$ cat config.mk
export PLATFORM = sky130hd
export DESIGN_NAME = rsqb_queue
export DESIGN_NICKNAME = d
export VERILOG_FILES = /design/src/rtl/core/rsqb_pkg.sv /design/src/rtl/core/rsqb_queue.sv
export SDC_FILE = /design/constraint.sdc
export NUM_CORES = 1
export LEC_CHECK = 0
export BUFFER_PORTS_ARGS = -buffer_cell sky130_fd_sc_hd__buf_2
export CORE_ASPECT_RATIO = 1.4
export CORE_MARGIN = 2
export CORE_UTILIZATION = 40
export DETAILED_ROUTE_END_ITERATION = 16
export SLEW_MARGIN = 20
export SYNTH_ARGS = -nofsm -noshare
export SYNTH_HDL_FRONTEND = slang
export SYNTH_SLANG_ARGS = --single-unit
$ cat constraint.sdc
create_clock -name i_clk -period 31.4 [get_ports i_clk]
set_input_delay 6.28 -clock i_clk [delete_from_list [all_inputs] [get_ports i_clk]]
set_output_delay 6.28 -clock i_clk [all_outputs]
set_load 0.02 [all_outputs]
$ cat src/rtl/core/rsqb_pkg.sv
// ----------------------------------------------------------------------------
// rsqb_pkg
// Shared types and constants for the rotated sprite quad builder.
// ----------------------------------------------------------------------------
package rsqb_pkg;

    localparam int CORDIC_STAGES_DEF = 16;
    localparam int ATAN_ENTRIES      = 24;
    localparam int QUEUE_DEPTH       = 2;
    localparam int ACC_W             = 53;

    localparam logic signed [25:0] CORDIC_GAIN = 26'sd10188014;
    localparam logic signed [27:0] POS_MAX     = 28'sd33554431;
    localparam logic signed [27:0] POS_MIN     = -28'sd33554432;

    // atan(2^-i) in 2^-32 turn units
    localparam logic signed [31:0] ATAN_TURNS [ATAN_ENTRIES] = '{
        32'sd536870912, 32'sd316933406, 32'sd167458907, 32'sd85004756,
        32'sd42667331,  32'sd21354465,  32'sd10679838,  32'sd5340245,
        32'sd2670163,   32'sd1335087,   32'sd667544,    32'sd333772,
        32'sd166886,    32'sd83443,     32'sd41722,     32'sd20861,
        32'sd10430,     32'sd5215,      32'sd2608,      32'sd1304,
        32'sd652,       32'sd326,       32'sd163,       32'sd81
    };

    typedef enum logic [1:0] {
        CORNER_BL = 2'd0,
        CORNER_BR = 2'd1,
        CORNER_TR = 2'd2,
        CORNER_TL = 2'd3
    } t_corner;

    typedef struct packed {
        logic signed [25:0] cx;
        logic signed [25:0] cy;
        logic [23:0]        hw;
        logic [23:0]        hh;
        logic [17:0]        u0;
        logic [17:0]        u1;
        logic [17:0]        v0;
        logic [17:0]        v1;
        logic [31:0]        tint;
    } t_sprite;

    typedef struct packed {
        logic signed [25:0] cos_v;
        logic signed [25:0] sin_v;
        t_sprite            spr;
    } t_qentry;

    typedef struct packed {
        logic valid;
        logic pop;
    } t_q_handshake;

endpackage

$ cat src/rtl/core/rsqb_queue.sv
// ----------------------------------------------------------------------------
// rsqb_queue
// Short FIFO between the CORDIC front end and the vertex back end.
// ----------------------------------------------------------------------------
module rsqb_queue (
    input  logic                  i_clk,
    input  logic                  i_rst_n,
    input  logic                  i_push,
    input  rsqb_pkg::t_qentry     i_push_data,
    output logic                  o_full,
    input  rsqb_pkg::t_q_handshake i_hs,
    output logic                  o_valid,
    output rsqb_pkg::t_qentry     o_data
);
    import rsqb_pkg::*;

    localparam int PTR_W = (QUEUE_DEPTH > 1) ? $clog2(QUEUE_DEPTH) : 1;
    localparam int CNT_W = $clog2(QUEUE_DEPTH + 1);

    t_qentry            r_mem [QUEUE_DEPTH];
    logic [PTR_W-1:0]   r_wr;
    logic [PTR_W-1:0]   r_rd;
    logic [CNT_W-1:0]   r_cnt;
    logic               pop;

    assign o_full  = (r_cnt == CNT_W'(QUEUE_DEPTH));
    assign o_valid = (r_cnt != '0);
    assign o_data  = r_mem[r_rd];
    assign pop     = i_hs.pop && i_hs.valid;

    always_ff @(posedge i_clk) begin
        if (i_push) begin
            r_mem[r_wr] <= i_push_data;
        end
    end

    always_ff @(posedge i_clk) begin
        if (!i_rst_n) begin
            r_wr  <= '0;
            r_rd  <= '0;
            r_cnt <= '0;
        end else begin
            if (i_push) begin
                r_wr <= (r_wr == PTR_W'(QUEUE_DEPTH - 1)) ? '0 : r_wr + 1'b1;
            end
            if (pop) begin
                r_rd <= (r_rd == PTR_W'(QUEUE_DEPTH - 1)) ? '0 : r_rd + 1'b1;
            end
            r_cnt <= r_cnt + CNT_W'(i_push) - CNT_W'(pop);
        end
    end

endmodule

**Word level (Yosys, flattened, before mapping)**

Memory sizes are Yosys's and may differ from the RTL's. A register that Yosys moved wholly into a read port is not among the register bits.
Index checks and enable logic that the tools add are counted.
W data, S select, Z words.

- Register bits: 4
- Bits in latches: 0
- Memory bits (writable): 512
- ROM bits: 0
- Input port bits: 261
- Output and inout port bits: 258
- Memories: 1

- $add $sub $neg: 4
- Multipliers: 0
- Divide/modulo/power cells: 0
- $lt $le $gt $ge: 0
- Equal/unequal tests: 1
- Shift operators: 0
- Multiplexer cells: 6
- Bitwise gates (word level): 0
- Reduce and logical (&&, ||, !) cells: 2

Memories:

| name | depth | width | read ports | clocked after memory_dff | write ports | RTL line | RTL |
|---|---|---|---|---|---|---|---|
| r_mem | 2 | 256 | 1 | 1 | 1 | rsqb_queue.sv:20 | `t_qentry r_mem [QUEUE_DEPTH];` |

Operator list:

| operator | number |
|---|---|
| $mux W1 | 6 |
| $add A1 B1 Y1 const B | 2 |
| $add A2 B1 Y2 | 1 |
| $eq A2 B2 Y1 const B | 1 |
| $reduce_bool A2 Y1 | 1 |
| $sub A2 B1 Y2 | 1 |
| $logic_and A1 B1 Y1 | 1 |

**Logic depth before layout (Yosys ltp)**

Gate-level depths: netlist of the first run.

- Depth in word-level cells: 4
- Gate-level depth with buffers: 6

**Worst setup path before layout of the first run**

OpenSTA, ideal clock, no wires.

- Path kind: input -> register
- From: input i_push
- To: memory r_mem[0][0] (netlist name) (enable)
- Library setup time: 0.908 ns
- Arrival time: 17.296 ns
- Slack: 13.196 ns
- Stages: 1
- Cells stage by stage: nor2b_1

- Word-level cells in the longest chain between the ends: 2

Ends and longest elaborated chain:

| element | RTL line | RTL |
|---|---|---|
| start, declared | rsqb_queue.sv:8 | `input logic i_push,` |
| $mux W1 | rsqb_queue.sv:32 | `if (i_push) begin` |
| $mux W1 (not written as such) | rsqb_queue.sv:33 | `r_mem[r_wr] <= i_push_data;` |
| end, declared | rsqb_queue.sv:20 |  |

Every way passes these cells.

==> results.cfg, run 1 <==
[setup_path]
cp_slowest_cell = sky130_fd_sc_hd__buf_4
path_common_cell = sky130_fd_sc_hd__buf_4
path_class = register to output port
cp_cell_sequence = buf_4, buf_4, mux2_2, buf_2
cp_data_required_time_ns = 25.12
setup.worst_path.end_class = output port
slowest_delay_ns = 0.82
critPathTopFamily = buffers and inverters
startpoint_type = register
cp_num_buf_inv = 3
worst-path-max-fanout = 73
data_arrival_time_of_the_worst_path_ns = 3.57

[synth]
synth.cell_area_mm2 = 0.0188
synth-seq-area-share_pct = 82.3
synth.mux.area_fraction_pct = 15.3
synthAdderAreaFrac_pct = 0.133
synth_top_cells_by_area = sky130_fd_sc_hd__edfxtp_1 (82%), sky130_fd_sc_hd__mux2_2 (15%), sky130_fd_sc_hd__buf_6 (1.6%)
synth-seq-cells = 517
simple_gate_fraction_of_synth_area_pct = 0.279
syn-mean-instance-area_um2 = 22.9
synth_compound_gate_area_share_pct = 0.106
netlist.top_cell.by_area = sky130_fd_sc_hd__edfxtp_1
yosysWarnings = 0
synth_top_area_share_pct = 81.8
synth.net_count = 1083
post_synth_xor_area_fraction_pct = 0.166
synthesis.instances = 820
synth.lib_cells_used.distinct = 17
dominant_combinational_cell_family_by_area_after_synthesis = multiplexers

[drt]
wl_per_cell_um = 20.9
drt_iter0_markers = 549
dr.pass1.iters = 4
wl_um = 42600
via_per_inst = 4.71
num_vias = 9630
drc_errors = 0
detail-route-antenna-nets = 0

[global_route]
globalRouteOverflowTotal = 0
grt_first_pass_wirelength_um = 61400
maximum_number_of_pins_on_one_net_before_global_route_repair = 85
grtUsageTotal_pct = 16.7
first_global_vias = 10300
antenna_violations_before_repair = 15

[sta]
count_of_final_hold_check_violations = 0
fin_setup_tns_ns = 0
clock-skew-final_ns = 0.0204
final_critical_path_setup_slack_ns = 21.55
finalWorstPathRequiredPeriod_ns = 9.85
share_of_the_clock_period_used_by_the_worst_path_pct = 31.4
grt_setup_unrepaired = no
slew_headroom_pct = 31.3
transition_time_at_the_pin_with_the_least_slew_margin_ns = 1.03
final_setup_vio_count = 0
clock.fmax_ghz = 0.102
timing.final.max_slew_violations = 0

[run]
max-cap-violations = 0

[place]
numPortBuffers = 518
placed_cell_area_mm2 = 0.0220
dp.cells = 1944
preCtsSetupSlack_ns = 21.94
hpwlAfterDp_um = 29800
gpl.final_weighted_congestion = 0.853

[pwr]
vdd.ir_drop.worst_v = 0.0000471
leakage_power_summed_over_all_cells_nw = 8.75
powerDensity_mw_per_mm2 = 66.8

[die]
overall_die_area_mm2 = 0.0488
ioPinCount = 519
initial_core_util_pct = 40.3
core.rowCount = 94
fp.dieH_um = 261
die_width_um = 187
placeableCoreArea_mm2 = 0.0467

[worst_hold_path]
hold_path.class = register to register

[status]
run_status = completed

[finish]
final_nets = 1634
layout_fillers = 3894
multi_input_comb_area_mm2 = 0.00302
syn2layout_area_growth_pct = 25.6
post_route_cells_drive_above_1_share_pct = 60.8
fin_cells = 2044
register_area_mm2 = 0.0155
fin_area_mm2 = 0.0236
fin_util_pct = 50.6

[clocking]
tritoncts = built
post_cts_resize_count = 0
path_clk_slew_ns = 0.06
tritoncts_num_sinks = 517
clock_latency_ns = 0.56
post-cts-setup-buffer-count = 0
clk_tree_root_cell = sky130_fd_sc_hd__clkbuf_16
cts-htree-levels = 2
tritoncts.num_buffers = 49
max_clock_buf_depth = 3
quantity_of_hold_fixing_buffers_added_after_cts = 0
[worst reg2reg max path, cell delays in order, from the launching register on]
cell                      delay (ns)
sky130_fd_sc_hd__dfxtp_1        0.40
sky130_fd_sc_hd__and2_4         0.76
sky130_fd_sc_hd__buf_4          0.75
sky130_fd_sc_hd__buf_4          0.94
[cells in the final DEF (no fill, tap or decap)]
cell type and count:
sky130_fd_sc_hd__and2_1 2, sky130_fd_sc_hd__buf_4 9, sky130_fd_sc_hd__diode_2 12, sky130_fd_sc_hd__clkbuf_16 51, sky130_fd_sc_hd__nor2b_4 1, sky130_fd_sc_hd__dfxtp_4 1, sky130_fd_sc_hd__mux2_2 256, sky130_fd_sc_hd__nor2_1 2
sky130_fd_sc_hd__and2_4 1, sky130_fd_sc_hd__a21oi_1 2, sky130_fd_sc_hd__inv_6 2, sky130_fd_sc_hd__or2_2 1, sky130_fd_sc_hd__nor2b_1 1, sky130_fd_sc_hd__dfxtp_1 4, sky130_fd_sc_hd__xnor2_1 1, sky130_fd_sc_hd__ha_1 2
sky130_fd_sc_hd__bufinv_16 7, sky130_fd_sc_hd__nand3b_1 1, sky130_fd_sc_hd__edfxtp_1 512, sky130_fd_sc_hd__clkbuf_1 14, sky130_fd_sc_hd__inv_1 3, sky130_fd_sc_hd__clkinv_4 2, sky130_fd_sc_hd__clkinv_1 7, sky130_fd_sc_hd__clkinv_2 5
sky130_fd_sc_hd__a21bo_2 1, sky130_fd_sc_hd__buf_2 518, sky130_fd_sc_hd__xnor3_1 1, sky130_fd_sc_hd__buf_6 1
[final cells by class]
cell class                      count  share of cell area [%]
Sequential cell                   517                    65.5
Multi-Input combinational cell    272                    12.8
Timing Repair Buffer              528                    11.3
Clock buffer                       65                    5.63
Tap cell                          624                    3.31
Clock inverter                     23                    1.26
Antenna cell                       12                   0.127
Inverter                            3                  0.0477
[kinds of logic (layout without fill, tap and decap cells)]
family                     count (synthesis)  count (layout)
other                                      0              12
DFF                                      517             517
buffers and inverters                     31             619
muxes                                    256             256
AOI/OAI and AO/OA                          3               3
adders and majority gates                  2               2
and+or+nand+nor                            9               9
xor gates and xnor gates                   2               2
[synthesized netlist by cell type]
library cell	n
sky130_fd_sc_hd__edfxtp_1	512
sky130_fd_sc_hd__mux2_2	256
sky130_fd_sc_hd__buf_6	26
sky130_fd_sc_hd__dfxtp_1	5
sky130_fd_sc_hd__and2_1	3
sky130_fd_sc_hd__inv_1	3
sky130_fd_sc_hd__a21oi_1	2
sky130_fd_sc_hd__ha_1	2
sky130_fd_sc_hd__nor2_1	2
sky130_fd_sc_hd__nor2b_1	2
sky130_fd_sc_hd__a21bo_2	1
sky130_fd_sc_hd__buf_2	1
sky130_fd_sc_hd__buf_4	1
sky130_fd_sc_hd__nand3b_1	1
sky130_fd_sc_hd__or2_2	1
sky130_fd_sc_hd__xnor2_1	1
sky130_fd_sc_hd__xnor3_1	1
[state kept, by name, summed over array words and instances, names as in the netlist, named ones only]
| name | count |
|---|---|
| r_wr | 1 |
| r_cnt | 2 |
| r_mem | 512 |
| r_rd | 1 |
[where the power goes]
group / total (mW) / switching [mW] / internal [mW] / leakage [nW]
clock: 0.595 / 0.240 / 0.355 / 0.792
combinational: 0.165 / 0.102 / 0.0629 / 3.11
sequential: 0.819 / 0.0116 / 0.807 / 4.85
[worst paths after layout]
check	cells past startpoint	to	slack, ns	startpoint
max	4	o_data[133]	21.55	register
min	2	register	0.53	r_rd
max reg2reg	3	r_mem[1][127]	28.08	r_wr
min reg2reg	2	register	0.53	r_rd
[layer usage]
| layer | part of all wire (%) | routed length, um | up-vias | track usage, % |
|---|---|---|---|---|
| met4 | 4.6 | 1980 | 4 | 9.44 |
| met5 | 0.059 | 25 | - | 0 |
| met3 | 7.3 | 3100 | 100 | 5.11 |
| li1 | - | - | 4385 | - |
| met2 | 54 | 22900 | 372 | 30.6 |
| met1 | 34 | 14600 | 4769 | 17.0 |
[metrics by stage]
stage	power (mW)	hold WS (ns)
floorplan	0.945	0.496
global placement	0.997	0.514
detailed placement	1.00	0.528
CTS	1.60	0.538
global route	1.63	0.584
finish	1.58	0.529
(Power assumes the default switching activity.)
==> run 2, diff against run 1 <==
==> constraint.sdc (replaced) <==
create_clock -name i_clk -period 9.6 [get_ports i_clk]
set_input_delay 1.92 -clock i_clk [delete_from_list [all_inputs] [get_ports i_clk]]
set_output_delay 1.92 -clock i_clk [all_outputs]
set_load 0.02 [all_outputs]
==> run 2 against run 1 <==
Net effect: combinational power increased to 3.3 times the previous value; clock power increased to 3.1 times the previous value; first-iteration DRC count decreased by 9.7%; worst hold slack improved by 0.034 ns; critical path type unchanged.
==> results.cfg, run 2 (same netlist as run 1, synthesis figures left out) <==
[global_route]
globalRouteMet1Util_pct = 16.0
grtUsageTotal_pct = 16.1
antenna_violations_before_repair = 22
grt_first_pass_wirelength_um = 59300
most_used_routing_layer_in_global_routing = met2
first_global_vias = 10200
maximum_number_of_pins_on_one_net_before_global_route_repair = 132
globalRouteOverflowTotal = 0
grt_util_met3_pct = 5.81
globalRouteMet2Util_pct = 29.1

[die]
core.rowCount = 94
die_width_um = 187
placeableCoreArea_mm2 = 0.0467
overall_die_area_mm2 = 0.0488
fp.dieH_um = 261
ioPinCount = 519
initial_core_util_pct = 40.3

[finish]
largest_register = r_mem
largest_register_ff_count = 512
syn2layout_area_growth_pct = 25.4
most-common-layout-cells = sky130_fd_sc_hd__buf_2 (518), sky130_fd_sc_hd__edfxtp_1 (512), sky130_fd_sc_hd__mux2_2 (256)
largestRegisters = r_mem: 512 flops, r_cnt: 2 flops
layout_fillers = 3943
final_nets = 1632
mostFrequentLayoutCell = sky130_fd_sc_hd__buf_2
fin_cells = 2048
fin_util_pct = 50.5
post_route_cells_drive_above_1_share_pct = 61.2

[setup_path]
cp_data_required_time_ns = 7.68
cp_num_buf_inv = 3
path_class = register to output port
data_arrival_time_of_the_worst_path_ns = 2.75
cp_slowest_cell = sky130_fd_sc_hd__dfxtp_4
reg2reg_depth = 3
regToRegStartpoint = r_wr
critPathTopFamily = buffers and inverters
worst_r2r_endpoint = r_mem[0][24]
startpoint_type = register
setup.worst_path.end_class = output port
worst_reg_to_reg_setup_slack_ns = 7.08
slowest_delay_ns = 0.75
cp_cell_sequence = buf_4, buf_16, mux2_2, buf_2
worst-path-max-fanout = 57

[sta]
final_setup_vio_count = 0
finalWorstPathRequiredPeriod_ns = 4.67
fin_setup_tns_ns = 0
clock.fmax_ghz = 0.214
clock-skew-final_ns = 0.0162
count_of_final_hold_check_violations = 0
share_of_the_clock_period_used_by_the_worst_path_pct = 48.6
timing.final.max_slew_violations = 0
transition_time_at_the_pin_with_the_least_slew_margin_ns = 1.01
hold-worst-slack_ns = 0.563
slew_headroom_pct = 32.4
grt_setup_unrepaired = no

[drt]
detail-route-antenna-nets = 0
dr.pass1.iters = 4
via_per_inst = 4.69
wl_um = 41000
wl_per_cell_um = 20.0
drc_errors = 0
num_vias = 9598
drt_iter0_markers = 496

[clocking]
tritoncts_num_sinks = 517
tritoncts.num_buffers = 49
cts-htree-levels = 2
path_clk_slew_ns = 0.06
clock_latency_ns = 0.56
post-cts-setup-buffer-count = 0
quantity_of_hold_fixing_buffers_added_after_cts = 0
tritoncts = built
post_cts_resize_count = 0
clk_tree_root_cell = sky130_fd_sc_hd__clkbuf_16
max_clock_buf_depth = 3

[worst_hold_path]
hold_path.class = register to register
hp-start = r_rd
hold_path_depth = 2
hold_worst_path_end = r_rd

[pwr]
leakage_power_summed_over_all_cells_nw = 8.73
post-layout-total-power_mw = 5.05
vdd.ir_drop.worst_v = 0.000206
powerDensity_mw_per_mm2 = 214

[place]
hpwlAfterDp_um = 27900
dp.cells = 1941
gpl.final_weighted_congestion = 0.772
numPortBuffers = 518

[status]
run_status = completed

[run]
max-cap-violations = 0
[run 2: cell count changes in the layout (fill, tap and decap cells not counted), sizes merged]
cell	previous run	this run
bufinv	7	3
clkbuf	65	57
clkinv	14	27
buf	528	526
inv	5	4
diode	12	18
[run 2: layer usage]
metal	part of all wire [%]	routed length [um]
met3	8.2	3340
met4	4.0	1650
met2	54	22100
met1	34	13800
met5	0.10	43
[run 2: layout make-up]
class,instances,area (um^2),area share [%]
clock buffers,57,1300,5.51
diodes,18,45.0,0.191
clock inverters,31,234,0.992
repair buffers,526,2710,11.5
inverters,3,11.3,0.0478
flip-flops and latches,517,15500,65.6
well taps,624,781,3.31
multi-input cells,272,3020,12.8
[run 2: worst register-to-register path, stage by stage, from the launching register on]
cell                      delay (ns)
sky130_fd_sc_hd__dfxtp_1        0.35
sky130_fd_sc_hd__nor2b_4        0.11
sky130_fd_sc_hd__buf_4          0.72
sky130_fd_sc_hd__buf_4          0.88
[run 2: how the worst max path moves through the flow]
stage | from | to | slack [ns] | depth (start not counted)
global placement | register | o_data[128] | 5.24 | 3
global route | register | o_data[129] | 4.77 | 4
CTS | register | o_data[128] | 4.63 | 3
finish | register | o_data[130] | 4.93 | 4
floorplan | i_push | r_mem[0][0] | 0.58 | 1
detailed placement | register | o_data[128] | 5.24 | 3
[run 2: stage by stage]
step / area (um^2) / worst slack [ns]
2_1_floorplan: 18800 / 0.576
3_3_place_gp: 22000 / 5.24
3_5_place_dp: 22000 / 5.24
4_1_cts: 23500 / 4.63
5_1_grt: 23600 / 4.77
6_report: 23600 / 4.93
[run 2: power breakdown]
part,internal [mW],switching (mW)
clock network,1.05,0.787
registers,2.64,0.0323
logic,0.208,0.335
